**src/cti_pkg.sv**
```systemverilog
`default_nettype none

package cti_pkg;

	localparam int TABLE_POINTS = 24;

	localparam int MACH_W  = 20;
	localparam int X_W     = 15;
	localparam int DX_W    = 12;
	localparam int Y_W     = 16;
	localparam int SLOPE_W = 20;
	localparam int PROD_W  = 32;
	localparam int SEG_W   = $clog2(TABLE_POINTS - 1);

	localparam logic [X_W-1:0] CLAMP_LO = X_W'(4096);
	localparam logic [X_W-1:0] CLAMP_HI = X_W'(26624);

	localparam logic [PROD_W-1:0] ROUND_HALF = PROD_W'(32768);

	localparam logic        STATUS_OK  = 1'b0;
	localparam logic        STATUS_NEG = 1'b1;

	// Breakpoints, Q3.12, ascending.
	localparam logic [X_W-1:0] ROM_X [TABLE_POINTS] = '{
		15'd4096,  15'd5017,  15'd5509,  15'd5863,  15'd6154,  15'd6489,
		15'd6785,  15'd7140,  15'd7521,  15'd8105,  15'd8672,  15'd9470,
		15'd10473, 15'd11522, 15'd12934, 15'd14572, 15'd15485, 15'd16614,
		15'd18030, 15'd19748, 15'd21357, 15'd23454, 15'd24963, 15'd26624
	};

	// Coefficient at each breakpoint, Q0.16.
	localparam logic [Y_W-1:0] ROM_Y [TABLE_POINTS] = '{
		16'd22938, 16'd22906, 16'd22493, 16'd21773, 16'd20853, 16'd19624,
		16'd18184, 16'd16820, 16'd15544, 16'd14065, 16'd12745, 16'd11368,
		16'd9889,  16'd8787,  16'd7525,  16'd6337,  16'd5788,  16'd5148,
		16'd4531,  16'd3818,  16'd3335,  16'd2876,  16'd2622,  16'd2405
	};

	// Per-segment slope in coefficient LSBs per argument LSB, scaled by 2^16.
	localparam logic signed [SLOPE_W-1:0] ROM_SLOPE [TABLE_POINTS-1] = '{
		-20'sd2277,   -20'sd55013,  -20'sd133294, -20'sd207193, -20'sd240429,
		-20'sd318824, -20'sd251806, -20'sd219485, -20'sd165972, -20'sd152571,
		-20'sd113087, -20'sd96638,  -20'sd68847,  -20'sd58574,  -20'sd47532,
		-20'sd39408,  -20'sd37151,  -20'sd28556,  -20'sd27199,  -20'sd19673,
		-20'sd14345,  -20'sd11031,  -20'sd8562
	};

	typedef struct packed {
		logic             neg;
		logic [X_W-1:0]   x;
		logic [SEG_W-1:0] seg;
	} seg_info_t;

	typedef struct packed {
		logic [X_W-1:0]            x;
		logic [Y_W-1:0]            y;
		logic signed [SLOPE_W-1:0] slope;
	} rom_entry_t;

endpackage

`default_nettype wire

```
**src/clamped_table_interpolator.sv**
```systemverilog
// Clamped piecewise-linear table interpolator.
//
// Input channel: in_valid / in_stall carry one beat per argument on mach,
// a signed Q8.12 value. Output channel: out_valid / out_stall carry one
// beat per result, coeff (unsigned Q0.16) and status (1 when the argument
// was negative, in which case coeff is 0).
//
// The path has four register stages. The block takes one beat per cycle
// while the receiver does not stall: stage one clamps and finds the
// segment by parallel breakpoint compares, stage two reads the coefficient
// ROM, stage three does the one multiply, and stage four rounds, saturates
// and holds the output register.
//
// Reset clears all stage valid bits; there is no table state to restore.
// When the receiver stalls, the result holds in the output register and
// empty stages behind it keep filling; in_stall rises only once all four
// stages hold a beat.
`default_nettype none

module clamped_table_interpolator
	import cti_pkg::*;
(
	input  wire logic              clk,
	input  wire logic              arst_n,
	input  wire logic              in_valid,
	output logic                   in_stall,
	input  wire logic [MACH_W-1:0] mach,
	output logic                   out_valid,
	input  wire logic              out_stall,
	output logic [Y_W-1:0]         coeff,
	output logic                   status
);

	logic       v_s1_q;
	logic       v_s2_q;
	logic       v_s3_q;
	logic       out_valid_q;
	logic       en_s1;
	logic       en_s2;
	logic       en_s3;
	logic       en_out;
	seg_info_t  info;
	seg_info_t  info_s1;
	logic [X_W-1:0] x_s2;
	logic       neg_s2;
	rom_entry_t entry;

	// A stage loads when it is empty or its successor loads, so bubbles
	// collapse while the output is stalled.
	assign en_out   = ~out_valid_q | ~out_stall;
	assign en_s3    = ~v_s3_q | en_out;
	assign en_s2    = ~v_s2_q | en_s3;
	assign en_s1    = ~v_s1_q | en_s2;
	assign in_stall = ~en_s1;

	always_ff @(posedge clk or negedge arst_n) begin
		if (!arst_n) begin
			v_s1_q      <= 1'b0;
			v_s2_q      <= 1'b0;
			v_s3_q      <= 1'b0;
			out_valid_q <= 1'b0;
		end else begin
			if (en_s1) v_s1_q <= in_valid;
			if (en_s2) v_s2_q <= v_s1_q;
			if (en_s3) v_s3_q <= v_s2_q;
			if (en_out) out_valid_q <= v_s3_q;
		end
	end

	cti_seg_find u_seg_find (
		.mach (mach),
		.info (info)
	);

	always_ff @(posedge clk) begin
		if (en_s1) begin
			info_s1 <= info;
		end
	end

	// The ROM output register is the second pipeline stage.
	cti_rom u_rom (
		.clk  (clk),
		.en   (en_s2),
		.addr (info_s1.seg),
		.rd_q (entry)
	);

	always_ff @(posedge clk) begin
		if (en_s2) begin
			x_s2   <= info_s1.x;
			neg_s2 <= info_s1.neg;
		end
	end

	cti_interp u_interp (
		.clk      (clk),
		.en_s3    (en_s3),
		.en_out   (en_out),
		.neg_s2   (neg_s2),
		.x_s2     (x_s2),
		.entry    (entry),
		.coeff_q  (coeff),
		.status_q (status)
	);

	assign out_valid = out_valid_q;

	// An error result always carries a zero coefficient.
	assert property (@(posedge clk) disable iff (!arst_n)
		out_valid && (status == STATUS_NEG) |-> coeff == '0)
		else $error("negative-argument result with nonzero coefficient");

	// The input side stalls only when every stage holds a beat.
	assert property (@(posedge clk) disable iff (!arst_n)
		in_stall |-> v_s1_q && v_s2_q && v_s3_q && out_valid_q)
		else $error("input stalled while a pipeline stage is empty");

	// The segment index never passes the last segment.
	assert property (@(posedge clk) disable iff (!arst_n)
		v_s1_q |-> info_s1.seg <= SEG_W'(TABLE_POINTS - 2))
		else $error("segment index out of range");

	// A beat in stage three reaches the output once it is free.
	assert property (@(posedge clk) disable iff (!arst_n)
		v_s3_q && en_out |=> out_valid_q)
		else $error("beat lost between multiply stage and output");

endmodule

`default_nettype wire

```
**src/cti_seg_find.sv**
```systemverilog
`default_nettype none

module cti_seg_find
	import cti_pkg::*;
(
	input  wire logic [MACH_W-1:0] mach,
	output seg_info_t              info
);

	logic [X_W-1:0]          x_clamped;
	logic [TABLE_POINTS-1:0] ge;
	logic [TABLE_POINTS-1:0] hit;
	logic [SEG_W-1:0]        seg;

	always_comb begin
		if (mach[MACH_W-2:0] < (MACH_W-1)'(CLAMP_LO)) begin
			x_clamped = CLAMP_LO;
		end else if (mach[MACH_W-2:0] > (MACH_W-1)'(CLAMP_HI)) begin
			x_clamped = CLAMP_HI;
		end else begin
			x_clamped = mach[X_W-1:0];
		end
	end

	// Thermometer of breakpoint compares; the first compare is forced high,
	// and the last breakpoint never starts a segment of its own.
	always_comb begin
		ge = '0;
		ge[0] = 1'b1;
		for (int i = 1; i < TABLE_POINTS - 1; i++) begin
			ge[i] = (x_clamped >= ROM_X[i]);
		end
	end

	always_comb begin
		seg = '0;
		for (int i = 0; i < TABLE_POINTS; i++) begin
			hit[i] = ge[i] & ((i == TABLE_POINTS - 1) ? 1'b1 : ~ge[(i + 1) % TABLE_POINTS]);
			if (hit[i]) begin
				seg = seg | SEG_W'(i);
			end
		end
	end

	assign info.neg = mach[MACH_W-1];
	assign info.x   = x_clamped;
	assign info.seg = seg;

endmodule

`default_nettype wire

```
**src/cti_rom.sv**
```systemverilog
`default_nettype none

module cti_rom
	import cti_pkg::*;
(
	input  wire logic             clk,
	input  wire logic             en,
	input  wire logic [SEG_W-1:0] addr,
	output rom_entry_t            rd_q
);

	always_ff @(posedge clk) begin
		if (en) begin
			rd_q.x     <= ROM_X[addr];
			rd_q.y     <= ROM_Y[addr];
			rd_q.slope <= ROM_SLOPE[addr];
		end
	end

endmodule

`default_nettype wire

```
**src/cti_interp.sv**
```systemverilog
`default_nettype none

module cti_interp
	import cti_pkg::*;
(
	input  wire logic           clk,
	input  wire logic           en_s3,
	input  wire logic           en_out,
	input  wire logic           neg_s2,
	input  wire logic [X_W-1:0] x_s2,
	input  rom_entry_t          entry,
	output logic [Y_W-1:0]      coeff_q,
	output logic                status_q
);

	logic [X_W-1:0]              dx_full;
	logic [DX_W-1:0]             dx;
	logic signed [DX_W+SLOPE_W:0] prod;
	logic signed [PROD_W-1:0]    prod_s3;
	logic [Y_W-1:0]              y_s3;
	logic                        neg_s3;
	logic [PROD_W-1:0]           t;
	logic signed [Y_W+1:0]       y_sum;
	logic [Y_W-1:0]              y_sat;

	assign dx_full = x_s2 - entry.x;
	assign dx      = dx_full[DX_W-1:0];
	assign prod    = $signed({1'b0, dx}) * entry.slope;

	always_ff @(posedge clk) begin
		if (en_s3) begin
			prod_s3 <= prod[PROD_W-1:0];
			y_s3    <= entry.y;
			neg_s3  <= neg_s2;
		end
	end

	// Round to nearest by adding one half, then floor via the upper half.
	always_comb begin
		t     = prod_s3 + ROUND_HALF;
		y_sum = $signed({2'b00, y_s3}) + $signed({{2{t[PROD_W-1]}}, t[PROD_W-1:Y_W]});
		if (y_sum[Y_W+1]) begin
			y_sat = '0;
		end else if (y_sum[Y_W]) begin
			y_sat = '1;
		end else begin
			y_sat = y_sum[Y_W-1:0];
		end
	end

	always_ff @(posedge clk) begin
		if (en_out) begin
			coeff_q  <= neg_s3 ? '0 : y_sat;
			status_q <= neg_s3 ? STATUS_NEG : STATUS_OK;
		end
	end

endmodule

`default_nettype wire

```
**config.mk**
```make
export PLATFORM = sky130hd
export DESIGN_NAME = clamped_table_interpolator
export DESIGN_NICKNAME = d
export VERILOG_FILES = /design/src/cti_pkg.sv /design/src/clamped_table_interpolator.sv /design/src/cti_seg_find.sv /design/src/cti_rom.sv /design/src/cti_interp.sv
export SDC_FILE = /design/constraint.sdc
export NUM_CORES = 1
export LEC_CHECK = 0
export ABC_AREA = 1
export BUFFER_PORTS_ARGS = -buffer_cell sky130_fd_sc_hd__buf_2
export CORE_MARGIN = 2
export CORE_UTILIZATION = 57
export DETAILED_ROUTE_END_ITERATION = 8
export PLACE_DENSITY_LB_ADDON = 0.15
export SETUP_SLACK_MARGIN = 0.1
export SLEW_MARGIN = 0
export SYNTH_ARGS = -nofsm -noshare
export SYNTH_HDL_FRONTEND = slang
export SYNTH_SLANG_ARGS = --single-unit
```
**constraint.sdc**
```tcl
create_clock -name clk -period 14.2 [get_ports clk]
set_input_delay 1.42 -clock clk [delete_from_list [all_inputs] [get_ports clk]]
set_output_delay 1.42 -clock clk [all_outputs]
set_load 0.1 [all_outputs]
```
==> results <==
- The run finished with clean final reports.
- In the final routed layout, each cell accounts on average for 18.5 µm.
- The repair_antennas step left the layout with diodes totalling 0.
- Routability-driven placement finished with a final weighted congestion of 0.957.
- The number of placement rows is 62.
- After routing, the total negative slack on setup checks comes to 0 ps.
- The first-iteration detailed-routing DRC count is 1377.
- The first-pass GRT wire length is 72600 µm.
- In the final design database the tool counted 2387 nets.
- The final number of max-transition violations is 0.
- The post-detailed-placement cell area is 0.0172 mm².
- The via count of the first global-routing pass is 13700.
- The number of max-cap violations is 0.
- Ranked by instance count, the synthesized netlist is headed by inv_1, nand2_1, fa_1, nor2_1, edfxtp_1.
- The most frequent cell after synthesis is inv_1.
- The number of nets in the synthesized netlist is 2367.
- Setup repair after global routing left no endpoint under its margin.
- The hold buffer count at cts is 0.
- For the worst setup path, the data required time is 14380 ps.
- The worst setup path is captured at a register.
- The buffers inserted during post-CTS setup optimization is 0.
- The synthesized design contains 127 enable-type register cells.
- For this block, the via count after detailed routing is 13500.
- The initial antenna violation count is 0.
- After routing the design area is 0.0178 mm².
- Synthesis produced a netlist whose cell count is 2024.
- The floorplan step defined a die boundary enclosing 0.0306 mm².
- Counting flops with an async set or reset pin after synthesis yields a share of 0.0305.
- The clock tree skew after final layout is 18.6 ps.
- By area the synthesized netlist is led by fa_1, edfxtp_1, inv_1.
- The share of synthesized area in the top cell type comes to 0.260.
- The average vias per placed instance is 5.55.
- The number of failing hold endpoints at the final stage is 0.
- By startpoint and endpoint, the worst setup path is classified as register to register.
- TritonCTS built the clock tree.
- The nature of the critical path startpoint is a register.
- For this run, the leading register cell type out of synthesis is edfxtp_1.
- The area growth from synthesis to layout is 6.98%.
- After detailed routing, the total wire length is 45100 µm.
- The detail route stage leaves a number of antenna-violating nets equal to 0.
- fa_1 takes more of the synthesized area than any other cell.
- The synthesized netlist occupies a cell area of 0.0167 mm².
- In this run the horizontal extent of the chip is 175 µm.
- Yosys mapped the design onto 58 distinct sky130hd cell types.
- Based on the critical path, the design can be clocked at up to 141 MHz.
- In this run the tightest slew margin relative to its limit is 0.367.
- The number of fill cells is 2522.
- The number of setup violations in the final report is 0.
- The H-tree was split into 4 levels.
- Data on the critical path arrives at its endpoint at 7290 ps.
- Once detailed placement completed, the half-perimeter wirelength came to 36900 µm.
- The post-CTS resize count is 0.
- The clock passes through at most 2 buffers.
- The Yosys warning count is 0.
- Dividing the synthesized area by the synthesized cell count gives 8.23 µm².
- The flop and latch count out of synthesis is 131.
- TritonCTS created 17 clock buffers.
- The number of buffers inserted by port buffering is 42.
- The shortest clock period the worst path allows after layout is 7110 ps.
- The combined flip-flop and latch cell area is 0.00391 mm².
- Pin placement for this block handled 43 I/O pins.
- The starting density of the core is 0.580.
- The global router's overall resource usage is 0.307.
- The clock sink total is 131.
- Of the available clock period, the critical path in the final layout requires 0.501.
- The final-layout worst hold slack is 418 ps.
- The total grt overflow is 0.
- The slew at the pin with the worst max-slew slack is 946 ps.
- After detailed routing, the number of remaining DRC violations is 0.
- Of the synthesized area, sequential elements account for 0.235.
- Entering global routing, the biggest net connects 62 pins.
- After clock tree synthesis, the clock-pin slew on the worst setup and hold paths is 60 ps.
- The total area inside the core boundary comes to 0.0287 mm².
- The worst min-delay path class is register to register.
- The first TritonRoute pass finished after 8 iterations.
- The fraction of layout instances using a drive strength above 1 is 0.0715.
- The root cell of the clock tree is clkbuf_16.
- The height of the die is 175 µm.
- In the final layout, the multi-input gates occupy 0.0108 mm².
- In this run the worst path has a maximum fanout of 17.
- At the later pin of the worst-skew pair, clock insertion delay measures 430 ps.
[stage by stage]
| stage | instances | util | setup WS [ps] |
|---|---|---|---|
| 2_1_floorplan | 2024 | - | 7840 |
| 3_3_place_gp | 2409 | 0.599 | 7370 |
| 3_5_place_dp | 2409 | 0.599 | 7150 |
| 4_1_cts | 2441 | 0.621 | 7150 |
| 5_1_grt | 2441 | 0.621 | 6660 |
| 6_report | 2441 | 0.621 | 7090 |
[logic make-up (layout without fill, tap and decap cells)]
kind of cell	count (synthesis)	after routing	share of synthesized area
and+or+nand+nor	789	789	0.201
xor gates and xnor gates	51	51	0.0268
adders and majority gates	319	319	0.337
buffers and inverters	493	526	0.114
AOI/OAI and AO/OA	241	241	0.0859
DFF	131	131	0.235
[registers in the layout, summed over array words and instances (netlist names)]
register / flops
neg_s2: 1
out_valid: 1
u_interp.neg_s3: 1
v_s2_q: 1
u_interp.prod_s3: 17
u_interp.y_s3: 15
u_interp.status_q: 1
v_s3_q: 1
u_rom.rd_q: 46
v_s1_q: 1
info_s1: 18
x_s2: 12
u_interp.coeff_q: 16
[layer usage]
layer  wire [µm]  vias up  track usage
met5           0        -            0
met4        1840        0        0.119
met3        3190      117       0.0553
met2       20800      579        0.502
met1       19200     6505        0.410
li1            -     6335            -
[layout by cell type, fill, tap and decap left out, types with 5 or more instances in the layout]
master     synthesis  routed
or2_2              7       7
o211ai_1          11      11
xor2_1            37      37
o22ai_1            5       5
nand3_2            7       7
nand3_1           62      62
nor2_2            10      10
clkbuf_16          0      17
nor3_1            24      24
inv_1            425     424
inv_2              9      10
a31oi_1            5       5
nand4_1           13      13
o21bai_1           5       5
clkinv_1           8       8
nand2_2            8       8
fa_1             216     216
buf_4              0      10
o2111ai_1          5       5
nand2_1          423     423
o221ai_1           8       8
nor2_1           215     215
edfxtp_1         127     127
nor2_4             5       5
o21ai_0           54      54
a21oi_1          101     101
xnor2_1           14      14
o21a_1            12      12
o21ai_1            7       7
ha_1             103     103
buf_2              5      42
[layout make-up]
cell class	count	share of cell area
Timing Repair Buffer	52	0.0160
Sequential cell	131	0.220
Clock buffer	21	0.0258
Multi-Input combinational cell	1400	0.609
Inverter	442	0.0931
Tap cell	384	0.0270
Clock inverter	11	0.00983
[critical path, cell delays in order (launching register included)]
cell,delay (ps)
edfxtp_1,350
inv_1,60
ha_1,180
inv_1,80
fa_1,440
nand3_1,120
nand2_1,70
or2_2,280
nand2_1,260
clkinv_1,500
nand2_1,230
fa_1,460
fa_1,540
inv_1,60
fa_1,460
fa_1,540
inv_1,50
fa_1,520
inv_1,40
ha_1,340
a21oi_1,220
inv_1,60
a31oi_1,160
nand2_1,100
a21o_1,200
a21oi_1,260
o21bai_1,110
xor2_1,150
[worst paths after layout]
check | startpoint | endpoint | slack [ps] | depth (start not counted)
min in group asynchronous | arst_n | v_s1_q$_DFFE_PN0N_ | 800 | 1
setup / recovery | x_s2[0]$_DFFE_PP_ | u_interp.prod_s3[29]$_DFFE_PP_ | 7090 | 27
max in group asynchronous | arst_n | v_s2_q$_DFFE_PN0P_ | 13270 | 1
setup reg to reg | x_s2[0]$_DFFE_PP_ | u_interp.prod_s3[29]$_DFFE_PP_ | 7090 | 27
hold reg to reg | info_s1[15]$_DFFE_PN_ | x_s2[10]$_DFFE_PP_ | 420 | 0
hold / removal | info_s1[15]$_DFFE_PN_ | x_s2[10]$_DFFE_PP_ | 420 | 0
Power is not shown: default switching activity piles up to over one toggle a cycle in this logic, so the estimate is an artifact.
